### config.mk
export PLATFORM = sky130hd
export DESIGN_NAME = surprise_window_anomaly_trigger
export DESIGN_NICKNAME = d
export VERILOG_FILES = /design/src/hdl/swat_pkg.sv /design/src/hdl/swat_ram.sv /design/src/hdl/surprise_window_anomaly_trigger.sv
export SDC_FILE = /design/constraint.sdc
export NUM_CORES = 2
export LEC_CHECK = 0
export BUFFER_PORTS_ARGS = -buffer_cell sky130_fd_sc_hd__buf_2
export CORE_ASPECT_RATIO = 1.2
export CORE_MARGIN = 2
export CORE_UTILIZATION = 50
export CTS_BUF_LIST = sky130_fd_sc_hd__clkbuf_2 sky130_fd_sc_hd__clkbuf_4 sky130_fd_sc_hd__clkbuf_8
export CTS_CLUSTER_DIAMETER = 80
export CTS_CLUSTER_SIZE = 8
export DETAILED_ROUTE_END_ITERATION = 8
export GPL_ROUTABILITY_DRIVEN = 1
export PLACE_DENSITY = 0.65
export SKIP_LAST_GASP = 1
export SYNTH_ARGS = -nofsm -noshare
export SYNTH_HDL_FRONTEND = slang
export SYNTH_SLANG_ARGS = --single-unit
### constraint.sdc
create_clock -name clk -period 19.05 [get_ports clk]
set_input_delay 1.905 -clock clk [delete_from_list [all_inputs] [get_ports clk]]
set_output_delay 1.905 -clock clk [all_outputs]
set_load 0.05 [all_outputs]
### src/hdl/swat_pkg.sv
// types and constants of the surprise window anomaly trigger
`default_nettype none
package swat_pkg;

  typedef struct packed {
    logic               func;
    logic signed [15:0] surprise;
  } swat_in_t;

  typedef struct packed {
    logic               search;
    logic               drop_flag;
    logic               spike_flag;
    logic signed [15:0] window_mean;
    logic        [15:0] window_std;
    logic signed [15:0] zscore;
    logic               stats_valid;
  } swat_out_t;

  localparam int CFG_IDX_W  = 3;
  localparam int CFG_DATA_W = 16;

  localparam logic [CFG_IDX_W-1:0] REG_PERIODIC_GAP    = 3'd0;
  localparam logic [CFG_IDX_W-1:0] REG_MIN_HISTORY     = 3'd1;
  localparam logic [CFG_IDX_W-1:0] REG_DROP_FACTOR     = 3'd2;
  localparam logic [CFG_IDX_W-1:0] REG_SPIKE_THRESHOLD = 3'd3;
  localparam logic [CFG_IDX_W-1:0] REG_CLOSEST_GAP     = 3'd4;

  localparam logic [15:0] PERIODIC_GAP_RST    = 16'd30;
  localparam logic [7:0]  MIN_HISTORY_RST     = 8'd10;
  localparam logic [7:0]  DROP_FACTOR_RST     = 8'd128;
  localparam logic [14:0] SPIKE_THRESHOLD_RST = 15'd512;
  localparam logic [15:0] CLOSEST_GAP_RST     = 16'd20;

  localparam logic [16:0]        KF_MARGIN    = 17'd10;
  localparam logic signed [15:0] Z_DROP_LIMIT = -16'sd384;
  localparam logic signed [15:0] Z_MAX        = 16'sh7fff;
  localparam logic signed [15:0] Z_MIN        = 16'sh8000;

  localparam int MUL_W       = 33;
  localparam int QUO_W       = 32;
  localparam int VAR_Q_BITS  = 31;
  localparam int SQRT_STEPS  = 16;
  localparam int Z_DVD_BITS  = 24;

  typedef enum logic [4:0] {
    S_IDLE, S_OLD, S_NEW, S_ADD,
    S_M0, S_M1, S_M2, S_M3, S_M4,
    S_VDIV, S_SQRT, S_MDIV, S_ZSET, S_ZDIV,
    S_D1, S_D2, S_D3, S_OUT
  } swat_state_t;

endpackage
`default_nettype wire

### src/hdl/swat_ram.sv
// generic single write, single read ram with registered read
`default_nettype none
module swat_ram #(
  parameter int WIDTH = 16,
  parameter int DEPTH = 100
) (
  input  logic                     clk,
  input  logic                     we,
  input  logic [$clog2(DEPTH)-1:0] waddr,
  input  logic [WIDTH-1:0]         wdata,
  input  logic [$clog2(DEPTH)-1:0] raddr,
  output logic [WIDTH-1:0]         rdata
);
  logic [WIDTH-1:0] mem [DEPTH];

  always_ff @(posedge clk) begin
    if (we) begin
      mem[waddr] <= wdata;
    end
    rdata <= mem[raddr];
  end
endmodule
`default_nettype wire

### src/hdl/surprise_window_anomaly_trigger.sv
// top level: sliding window statistics, z-score and search decision
//
//  channel   direction  handshake            payload
//  in        input      in_valid / in_stall  in_word  (func, surprise)
//  out       output     out_valid / out_stall out_word (search .. stats_valid)
//  cfg       input      cfg_write            cfg_index, cfg_data
//
// a loop event word leaves the block idle; a keyframe word with fewer than
// MIN_STATS scores skips the statistics, otherwise they run on the restoring
// divider and square root sharing one compare-subtract unit (the running
// sum is SUM_W = 16 + clog2(WINDOW+1) bits wide)
// rst is synchronous; it clears counters, sums and the output valid flag
// in_stall is high while a word is in work; a stalled result holds the
// last state until taken, while a new word may already be accepted
`default_nettype none
module surprise_window_anomaly_trigger #(
  parameter int WINDOW    = 100,
  parameter int MIN_STATS = 5
) (
  input  logic                               clk,
  input  logic                               rst,
  input  logic                               in_valid,
  output logic                               in_stall,
  input  swat_pkg::swat_in_t                 in_word,
  output logic                               out_valid,
  input  logic                               out_stall,
  output swat_pkg::swat_out_t                out_word,
  input  logic                               cfg_write,
  input  logic [swat_pkg::CFG_IDX_W-1:0]     cfg_index,
  input  logic [swat_pkg::CFG_DATA_W-1:0]    cfg_data
);
  import swat_pkg::*;

  localparam int PTR_W = $clog2(WINDOW);
  localparam int CNT_W = $clog2(WINDOW + 1);
  localparam int SUM_W = 16 + CNT_W;
  localparam int SQ_W  = 31 + CNT_W;
  localparam int DVD_W = SQ_W + CNT_W;
  localparam int IDX_W = $clog2(DVD_W);
  localparam int DVS_W = (2 * CNT_W > 16) ? 2 * CNT_W : 16;
  localparam int RW    = DVS_W + 2;
  localparam int PRD_W = 2 * MUL_W;

  swat_state_t state, state_next;

  logic [15:0] periodic_gap, closest_gap;
  logic [7:0]  min_history, drop_factor;
  logic [14:0] spike_threshold;

  logic [PTR_W-1:0]        ptr;
  logic [CNT_W-1:0]        count;
  logic signed [SUM_W-1:0] sum;
  logic [SQ_W-1:0]         ss;
  logic [15:0]             fsl, kfc;
  logic signed [15:0]      s_reg;
  logic                    full_r;

  logic signed [PRD_W-1:0] prod;
  logic [DVD_W-1:0]        acc, dvd;
  logic [DVS_W-1:0]        dvs;
  logic [RW-1:0]           rem;
  logic [QUO_W-1:0]        quo, var_r;
  logic [IDX_W-1:0]        idx;
  logic [15:0]             root, stdv;
  logic signed [15:0]      mean_r, z_r;
  logic                    dz_neg, drop_state, spike_state, valid_r;

  logic [15:0]             ram_rdata;
  logic                    ram_we;
  logic                    full;
  logic [SUM_W-1:0]        asum;
  logic signed [16:0]      dz;
  logic [16:0]             dz_mag;

  logic signed [MUL_W-1:0] mul_a, mul_b;
  logic signed [PRD_W-1:0] mul_p;
  logic [RW-1:0]           sub_a, sub_b;
  logic [RW:0]             diff;
  logic                    sub_ge;
  logic [RW-1:0]           rem_next;
  logic [QUO_W-1:0]        quo_next;
  logic [15:0]             root_next;
  logic                    hist_ok, search;

  swat_ram #(.WIDTH(16), .DEPTH(WINDOW)) u_ring (
    .clk   (clk),
    .we    (ram_we),
    .waddr (ptr),
    .wdata (s_reg),
    .raddr (ptr),
    .rdata (ram_rdata)
  );

  assign in_stall = (state != S_IDLE);
  assign ram_we   = (state == S_OLD);
  assign full     = (count == CNT_W'(WINDOW));
  assign asum     = sum[SUM_W-1] ? SUM_W'(-sum) : SUM_W'(sum);
  assign dz       = 17'(s_reg) - 17'(mean_r);
  assign dz_mag   = dz[16] ? 17'(-dz) : 17'(dz);

  // shared multiplier
  always_comb begin
    mul_a = '0;
    mul_b = '0;
    unique case (state)
      S_OLD: begin
        mul_a = MUL_W'($signed(ram_rdata));
        mul_b = MUL_W'($signed(ram_rdata));
      end
      S_NEW: begin
        mul_a = MUL_W'(s_reg);
        mul_b = MUL_W'(s_reg);
      end
      S_M0: begin
        mul_a = MUL_W'(count);
        mul_b = MUL_W'(ss[31:0]);
      end
      S_M1: begin
        mul_a = MUL_W'(count);
        mul_b = MUL_W'(ss[SQ_W-1:32]);
      end
      S_M2: begin
        mul_a = MUL_W'(asum);
        mul_b = MUL_W'(asum);
      end
      S_M3: begin
        mul_a = MUL_W'(count);
        mul_b = MUL_W'(count);
      end
      S_D1: begin
        mul_a = MUL_W'($signed({s_reg, 8'b0}));
        mul_b = MUL_W'(count);
      end
      S_D2: begin
        mul_a = MUL_W'(sum);
        mul_b = MUL_W'(drop_factor);
      end
      default: begin
        mul_a = '0;
        mul_b = '0;
      end
    endcase
  end
  assign mul_p = mul_a * mul_b;

  // shared compare-subtract unit: one divider or square root digit a cycle
  always_comb begin
    if (state == S_SQRT) begin
      sub_a = {rem[RW-3:0], var_r[{idx[3:0], 1'b0} +: 2]};
      sub_b = RW'({root, 2'b01});
    end else begin
      sub_a = {rem[RW-2:0], dvd[idx]};
      sub_b = RW'(dvs);
    end
    diff      = {1'b0, sub_a} - {1'b0, sub_b};
    sub_ge    = !diff[RW];
    rem_next  = sub_ge ? diff[RW-1:0] : sub_a;
    quo_next  = {quo[QUO_W-2:0], sub_ge};
    root_next = {root[14:0], sub_ge};
  end

  // search decision on the finished statistics
  always_comb begin
    hist_ok = (32'(count) >= 32'(min_history));
    search  = (fsl >= periodic_gap) ||
              (hist_ok && (drop_state || (spike_state && (fsl > (periodic_gap >> 1)))));
    if (17'(kfc) < (17'(closest_gap) + KF_MARGIN)) begin
      search = 1'b0;
    end
  end

  always_ff @(posedge clk) begin
    if (rst) begin
      state <= S_IDLE;
    end else begin
      state <= state_next;
    end
  end

  always_comb begin
    state_next = state;
    unique case (state)
      S_IDLE: begin
        if (in_valid && !in_word.func) begin
          state_next = S_OLD;
        end
      end
      S_OLD:  state_next = S_NEW;
      S_NEW:  state_next = S_ADD;
      S_ADD:  state_next = (32'(count) >= MIN_STATS) ? S_M0 : S_OUT;
      S_M0:   state_next = S_M1;
      S_M1:   state_next = S_M2;
      S_M2:   state_next = S_M3;
      S_M3:   state_next = S_M4;
      S_M4:   state_next = S_VDIV;
      S_VDIV: state_next = (idx == '0) ? S_SQRT : S_VDIV;
      S_SQRT: state_next = (idx == '0) ? S_MDIV : S_SQRT;
      S_MDIV: state_next = (idx == '0) ? S_ZSET : S_MDIV;
      S_ZSET: state_next = S_ZDIV;
      S_ZDIV: state_next = (idx == '0) ? S_D1 : S_ZDIV;
      S_D1:   state_next = S_D2;
      S_D2:   state_next = S_D3;
      S_D3:   state_next = S_OUT;
      S_OUT: begin
        if (!out_valid || !out_stall) begin
          state_next = S_IDLE;
        end
      end
      default: state_next = S_IDLE;
    endcase
  end

  // configuration
  always_ff @(posedge clk) begin
    if (rst) begin
      periodic_gap    <= PERIODIC_GAP_RST;
      min_history     <= MIN_HISTORY_RST;
      drop_factor     <= DROP_FACTOR_RST;
      spike_threshold <= SPIKE_THRESHOLD_RST;
      closest_gap     <= CLOSEST_GAP_RST;
    end else if (cfg_write) begin
      unique case (cfg_index)
        REG_PERIODIC_GAP:    periodic_gap    <= cfg_data;
        REG_MIN_HISTORY:     min_history     <= cfg_data[7:0];
        REG_DROP_FACTOR:     drop_factor     <= cfg_data[7:0];
        REG_SPIKE_THRESHOLD: spike_threshold <= cfg_data[14:0];
        REG_CLOSEST_GAP:     closest_gap     <= cfg_data;
        default: ;
      endcase
    end
  end

  // window state and datapath
  always_ff @(posedge clk) begin
    if (rst) begin
      ptr         <= '0;
      count       <= '0;
      sum         <= '0;
      ss          <= '0;
      fsl         <= '0;
      kfc         <= '0;
      drop_state  <= 1'b0;
      spike_state <= 1'b0;
      valid_r     <= 1'b0;
      out_valid   <= 1'b0;
    end else begin
      if (state == S_OUT && (!out_valid || !out_stall)) begin
        out_valid <= 1'b1;
      end else if (out_valid && !out_stall) begin
        out_valid <= 1'b0;
      end
      unique case (state)
        S_IDLE: begin
          if (in_valid) begin
            if (in_word.func) begin
              fsl <= '0;
            end else begin
              s_reg <= in_word.surprise;
              if (kfc != 16'hffff) kfc <= kfc + 16'd1;
              if (fsl != 16'hffff) fsl <= fsl + 16'd1;
            end
          end
        end
        S_OLD: begin
          full_r <= full;
          prod   <= mul_p;
          sum    <= sum + SUM_W'(s_reg) - (full ? SUM_W'($signed(ram_rdata)) : '0);
          if (!full) count <= count + CNT_W'(1);
          ptr <= (ptr == PTR_W'(WINDOW - 1)) ? '0 : ptr + PTR_W'(1);
        end
        S_NEW: begin
          if (full_r) ss <= ss - prod[SQ_W-1:0];
          prod <= mul_p;
        end
        S_ADD: begin
          ss          <= ss + prod[SQ_W-1:0];
          valid_r     <= 1'b0;
          mean_r      <= '0;
          stdv        <= '0;
          z_r         <= '0;
          drop_state  <= 1'b0;
          spike_state <= 1'b0;
        end
        S_M0: prod <= mul_p;
        S_M1: begin
          acc  <= prod[DVD_W-1:0];
          prod <= mul_p;
        end
        S_M2: begin
          acc  <= acc + (prod[DVD_W-1:0] << 32);
          prod <= mul_p;
        end
        S_M3: begin
          dvd  <= (acc > prod[DVD_W-1:0]) ? acc - prod[DVD_W-1:0] : '0;
          prod <= mul_p;
        end
        S_M4: begin
          dvs <= prod[DVS_W-1:0];
          // the variance fits the quotient bits, so the upper dividend bits
          // stay below the divisor and seed the remainder
          rem <= RW'(dvd[DVD_W-1:VAR_Q_BITS]);
          quo <= '0;
          idx <= IDX_W'(VAR_Q_BITS - 1);
        end
        S_VDIV: begin
          quo <= quo_next;
          if (idx == '0) begin
            // variance floored at one lsb
            var_r <= (quo_next == '0) ? QUO_W'(1) : quo_next;
            rem   <= '0;
            root  <= '0;
            idx   <= IDX_W'(SQRT_STEPS - 1);
          end else begin
            rem <= rem_next;
            idx <= idx - IDX_W'(1);
          end
        end
        S_SQRT: begin
          root <= root_next;
          if (idx == '0) begin
            stdv <= root_next;
            dvd  <= DVD_W'(asum);
            dvs  <= DVS_W'(count);
            rem  <= '0;
            quo  <= '0;
            idx  <= IDX_W'(SUM_W - 1);
          end else begin
            rem <= rem_next;
            idx <= idx - IDX_W'(1);
          end
        end
        S_MDIV: begin
          rem <= rem_next;
          quo <= quo_next;
          idx <= idx - IDX_W'(1);
          if (idx == '0) begin
            mean_r <= sum[SUM_W-1] ? -$signed(quo_next[15:0]) : $signed(quo_next[15:0]);
          end
        end
        S_ZSET: begin
          dz_neg <= dz[16];
          dvd    <= DVD_W'({dz_mag[15:0], 8'b0});
          dvs    <= DVS_W'(stdv);
          rem    <= '0;
          quo    <= '0;
          idx    <= IDX_W'(Z_DVD_BITS - 1);
        end
        S_ZDIV: begin
          rem <= rem_next;
          quo <= quo_next;
          idx <= idx - IDX_W'(1);
          if (idx == '0) begin
            if (dz_neg) begin
              z_r <= (quo_next > QUO_W'(32768)) ? Z_MIN : -$signed(quo_next[15:0]);
            end else begin
              z_r <= (quo_next > QUO_W'(32767)) ? Z_MAX : $signed(quo_next[15:0]);
            end
          end
        end
        S_D1: prod <= mul_p;
        S_D2: begin
          acc  <= prod[DVD_W-1:0];
          prod <= mul_p;
        end
        S_D3: begin
          valid_r     <= 1'b1;
          drop_state  <= ($signed(acc) < $signed(prod[DVD_W-1:0])) || (z_r < Z_DROP_LIMIT);
          spike_state <= ($signed(17'(z_r)) > $signed({2'b00, spike_threshold}));
        end
        S_OUT: begin
          if (!out_valid || !out_stall) begin
            out_word.search      <= search;
            out_word.drop_flag   <= drop_state;
            out_word.spike_flag  <= spike_state;
            out_word.window_mean <= mean_r;
            out_word.window_std  <= stdv;
            out_word.zscore      <= z_r;
            out_word.stats_valid <= valid_r;
          end
        end
        default: ;
      endcase
    end
  end
endmodule
`default_nettype wire

Word level (Yosys, flattened, before mapping)
Memory sizes are Yosys's and may differ from the RTL's. A register that Yosys moved wholly into a read port is not among the register bits. Index checks and enable logic that the tools add are counted.

Bits in registers: 550. RAM bits: 1600. Bits of input ports: 41. Word-level logic and storage cells: 226. Memories: 1.

Add/subtract/negate cells: 17. Multiply operators: 1. Order comparisons: 12. Eq/ne operators: 32. Shifts and indexed selects: 1. Muxes and demuxes: 55. Bitwise gates (word level): 3. Reductions and logical operators: 66.

Memories: u_ring.mem (depth 100, bits a word 16, rd ports 1, clocked after memory_dff 1, wr ports 1, line swat_ram.sv:14) `logic [WIDTH-1:0] mem [DEPTH];`.

Operators by type and width (number): $pmux 33 s7 (1); $pmux 33 s6 (1); $mux 16 (12); $pmux 45 s3 (1); $pmux 16 s2 (4); $pmux 31 s3 (1); $mux 45 (2); $pmux 45 s2 (1); $pmux 5 s18 (1); $pmux 38 s2 (1); $pmux 17 s4 (1); $pmux 16 s3 (1); $mux 23 (2); $add 45x45->45 (1); $gt 45x45->1 (1); $lt 45x45->1 (1); $mul 33x33->45 (1); $sub 45x45->45 (1); $eq 5x4->1 const B (8); $add 38x38->38 (1); $mux 38 (1); $sub 38x38->38 (1); $mux 18 (2); $mux 17 (2); 60 further kinds (138).

Longest topological paths before layout
Depth after elaboration: 10. Gate-level depth with buffers: 38. Gate-level depth less buffers: 36.

Hierarchy
From an unflattened synthesis, not the netlist that was laid out.

Cell total of the unflattened synthesis: 9057. Area, all modules: 120073.9 um^2.

By module, submodules not included: swat_ram (instances 1, cells each 2669, area an instance 61833.1 um^2, sequential area each 48366.4 um^2); surprise_window_anomaly_trigger (instances 1, cells each 6388, area an instance 58240.9 um^2, sequential area each 14724.1 um^2).

Least setup slack after synthesis
No wires, ideal clock.

Path kind: input-to-reg. Start: in rst. End: reg dvd[0] (enable). Data arrival time: 9.341 ns. Slack: 9.019 ns. Stages on the path: 3. Cell sequence: clkbuf_1 > clkbuf_1 > a2111oi_0.

Longest elaborated chain between the ends: 2.

RTL lines: start, declared (line surprise_window_anomaly_trigger.sv:21) `input logic rst,`; $not 1->1 (no line); $reduce_and 3->1 (no line); end signal, assigned (line surprise_window_anomaly_trigger.sv:294) `dvd <= (acc > prod[DVD_W-1:0]) ? acc - prod[DVD_W-1:0] : '0;`; end signal, assigned (line surprise_window_anomaly_trigger.sv:322) `dvd <= DVD_W'(asum);`; end signal, assigned (line surprise_window_anomaly_trigger.sv:342) `dvd <= DVD_W'({dz_mag[15:0], 8'b0});`; end, declared (line surprise_window_anomaly_trigger.sv:59) `logic [DVD_W-1:0] acc, dvd;`.

Every way passes these cells. A chain may end at the register's enable or synchronous reset.

Final worst setup path
Start: reg state[1]. End: reg prod[34] (data pin).

Longest elaborated chain between the ends: 4. Elaborated cells on any way between the ends: 13. Those cells by class: mul: 1; eq/ne: 8; mux: 2; reduce/logical: 2.

RTL lines: start, declared (line surprise_window_anomaly_trigger.sv:44) `swat_state_t state, state_next;`; start signal, assigned (line surprise_window_anomaly_trigger.sv:176) `state <= state_next;`; $eq 5x3->1 or $eq 5x4->1 (tied branches) (line surprise_window_anomaly_trigger.sv:105) `unique case (state)`; $reduce_or 3->1 (no line) or $reduce_or 2->1 (tied branches); $pmux 33 s6 or $pmux 33 s7 (tied branches) (line surprise_window_anomaly_trigger.sv:105); $mul 33x33->45 (*) (line surprise_window_anomaly_trigger.sv:144) `assign mul_p = mul_a * mul_b;`; named net mul_p[34] (line surprise_window_anomaly_trigger.sv:76) `logic signed [PRD_W-1:0] mul_p;`; end signal, assigned (line surprise_window_anomaly_trigger.sv:266) `prod <= mul_p;`; end signal, assigned (line surprise_window_anomaly_trigger.sv:273) `prod <= mul_p;`; end signal, assigned (line surprise_window_anomaly_trigger.sv:284) `S_M0: prod <= mul_p;`; end, declared (line surprise_window_anomaly_trigger.sv:58) `logic signed [PRD_W-1:0] prod;`.

Mark *: on every way through the listed nets, which the timed path passes. The rest lies on a longest branch.

==> impl_metrics.csv <==
group,metric,value,unit
outcome,outcome,"completed",
cts,clkLatencyLatePin,1080,ps
sta,fin_crit_sh,0.580,
worst_setup_path,cpPeakStageDelay,900,ps
logic_synthesis,synth_seq_cells,2166,
sta,slew_violations,0,
logic_synthesis,netlist-cell-type-count,87,
floorplanning,core.rowCount,194,
layout,area_growth,8.84,%
cts,cts_root_buf,"clkbuf_8",
placement,numPlacedInstances,12515,
power_and_ir_drop,p_int,0.00991,W
route,antenna_left,0,
logic_synthesis,seq_area_frac_synth,0.538,
grt,grt_overflow,0,
route,first_pass_iters,7,
worst_setup_path,cp_max_fo,46,
route,via_per_inst,6.14,
layout,fin_cells,12933,
logic_synthesis,synth_compound_area_frac,0.122,
worst_setup_path,cp_data_arrival_time,11870,ps
grt,grt_max_degree,93,
layout,largest-register,"u_ring.mem",
floorplanning,die_x,446,µm
logic_synthesis,syn-num-nets,10745,
logic_synthesis,synth_top_area_frac,0.505,
route,drt_iter0_drc,8013,
sta,rsz0062_at_grt,"false",
sta,hold_viol,0,
layout,drive_above_1_share,0.0979,
sta,relSlewSlack,0.113,
cts,cts.sinks,2166,
placement,dp_hpwl,245000,µm
layout,nFillCells,19416,
cts,cts-buffers-inserted,322,
route,route.detailed.drc,0,
power_and_ir_drop,p_sw_frac,0.401,
layout,largest_register_ffs,1600,
logic_synthesis,yosysMostFrequentCell,"edfxtp_1",
grt,grt_pass1_vias,80972,
logic_synthesis,synthAdderAreaFrac,0.168,
logic_synthesis,synth_top_family_by_area,"adder cells",
logic_synthesis,yosys.area_share.simple,0.0847,
floorplanning,dieArea,238000,µm²
route,wl_per_cell,27.8,µm
flow_run,max-cap-violations,0,
logic_synthesis,synth-xor-area-share,0.0221,
sta,min_period,11050,ps
placement,place.gp.congestion,0.988,
route,drt-total-wl,359000,µm
worst_setup_path,r2r_slack,8000,ps
floorplanning,initial_core_util,0.503,
hold_path,hold_path_class,"register to register",
logic_synthesis,syn_area,117000,µm²
grt,groute.usage.overall,0.301,
cts,cts_resized,0,
power_and_ir_drop,p_clk_frac,0.206,
logic_synthesis,yosys_warnings,0,
power_and_ir_drop,powerDensity,130,nW/µm²
logic_synthesis,synth_largest_area_cell,"edfxtp_1",
logic_synthesis,async_flop_share,0,
worst_setup_path,slowest_stage,"dfxtp_1",
worst_setup_path,worstSetupStartpointType,"register",
worst_setup_path,path_class,"register to register",
layout,top_regs,"u_ring.mem (1600), out_word (52)",
cts,post_cts.repair.setup_buffers,0,
logic_synthesis,syn_inst,9571,
sta,tightest_slew,1300,ps
power_and_ir_drop,p_comb_frac,0.453,
floorplanning,ioPinCount,95,
sta,skew,100,ps
worst_setup_path,crit_top_cell,"inv_1",
layout,final_util,0.548,
cts,ctsLongestPathBuffers,4,
power_and_ir_drop,peakVddDrop,0.000293,V
logic_synthesis,synth_commonest_cells,"edfxtp_1 (1971), inv_1 (1197), nand2_1 (730)",
sta,fmaxAchievable,0.0905,GHz
worst_setup_path,crit_required,19880,ps
power_and_ir_drop,power_frac_seq,0.340,
cts,ctsHoldBuffers,0,
grt,grt_antenna_before_repair,10,
logic_synthesis,synth_mux_area_frac,0.0112,
floorplanning,core,233000,µm²
power_and_ir_drop,power.switching,0.00663,W
route,dr_total_vias,79433,
logic_synthesis,synth_top_flop_cell,"edfxtp_1",
sta,fin_setup_tns,0,ps
power_and_ir_drop,leakagePower,47.7,nW
sta,finalSetupViolations,0,
logic_synthesis,synth_area_leaders,"edfxtp_1 (50%), fa_1 (12%), ha_1 (4.3%), inv_1 (3.8%), a22oi_1 (3.4%)",
floorplanning,die_y,534,µm
placement,io_buffers,94,
worst_setup_path,crit_path_end_kind,"register",
cts,path_clk_slew,70,ps
cts,cts_tree,"built",
logic_synthesis,synth_edf_count,1971,
logic_synthesis,post_synth.cell_area_avg,12.2,µm²
cts,htree_levels,5,
grt,grt_pass1_wl,528000,µm
layout,fin_nets,10975,
==> worst paths after layout <==
kind | start | to | cells past startpoint
setup / recovery | state[1]$_SDFFE_PP0P_ | prod[34]$_DFFE_PP_ | 33
hold / removal | valid_r$_SDFFE_PP0P_ | out_word[0]$_DFFE_PP_ | 0
setup reg to reg | state[1]$_SDFFE_PP0P_ | prod[34]$_DFFE_PP_ | 33
hold reg to reg | valid_r$_SDFFE_PP0P_ | out_word[0]$_DFFE_PP_ | 0
==> metrics by stage <==
step / power [W] / instance area [µm²] / hold slack [ps] / setup slack [ps]
4_1_cts: 0.0165 / 128000 / 447 / 8110
2_1_floorplan: 0.0104 / 117000 / 408 / 9020
5_1_grt: 0.0175 / 128000 / 453 / 7240
6_report: 0.0165 / 128000 / 452 / 8000
3_5_place_dp: 0.0131 / 122000 / 432 / 8070
3_3_place_gp: 0.0130 / 122000 / 431 / 8160
==> final cells by class <==
class	count	area, µm²	area share
tap	3038	3800	0.0298
clock inverter	9	103	0.000804
inverter	1197	4490	0.0352
antenna	6	15.0	0.000118
multi-input combinational	5712	48100	0.377
timing repair buffer	402	2890	0.0226
clock buffer	403	5070	0.0397
sequential	2166	63100	0.494
==> cells by family (layout without fill, tap and decap cells) <==
group | after synthesis | in the layout
other | 0 | 6
and+or+nand+nor | 2177 | 2177
muxes | 75 | 75
DFF | 2166 | 2166
AOI/OAI and AO/OA | 2033 | 2033
buffers and inverters | 1693 | 2011
adders and majority gates | 1133 | 1133
xor gates and xnor gates | 294 | 294
==> cell usage in the layout (no fill, tap or decap), types with 94 or more instances in the layout <==
cell and n:
inv_1 1197, fa_1 728, edfxtp_1 1971, a21oi_1 339, clkbuf_8 327, nor2_1 711, ha_1 405, xnor2_1 201
o21ai_0 237, a22oi_1 538, nand3_1 94, a31oi_1 107, a22o_1 161, nand2_1 730, buf_4 300, nand4_1 139
a221oi_1 152, dfxtp_1 193
==> power groups by stage <==
stage | logic (W) | clock network, W | registers (W)
6_report | 0.00750 | 0.00341 | 0.00563
5_1_grt | 0.00827 | 0.00364 | 0.00563
2_1_floorplan | 0.00483 | 0 | 0.00561
3_5_place_dp | 0.00739 | 0 | 0.00573
3_3_place_gp | 0.00728 | 0 | 0.00573
4_1_cts | 0.00743 | 0.00346 | 0.00563
==> layer usage <==
| metal | global-route usage | part of all wire | up-vias |
|---|---|---|---|
| li1 | - | - | 34682 |
| met1 | 0.373 | 0.37 | 39882 |
| met2 | 0.488 | 0.47 | 3908 |
| met3 | 0.0556 | 0.087 | 957 |
| met4 | 0.186 | 0.070 | 4 |
| met5 | 0 | 0.000075 | - |
==> critical path, delay by kind of cell, from the launching register on <==
| kind | cells | cell delay (ps) |
|---|---|---|
| AO/OA/AOI/OAI | 7 | 2250 |
| XOR/XNOR | 1 | 170 |
| adder cells (fa/ha/maj) | 9 | 4380 |
| buffers and inverters | 11 | 1830 |
| flip-flops | 1 | 900 |
| AND/OR/NAND/NOR | 5 | 1250 |
No activity file was read; power rests on OpenSTA's default activity.
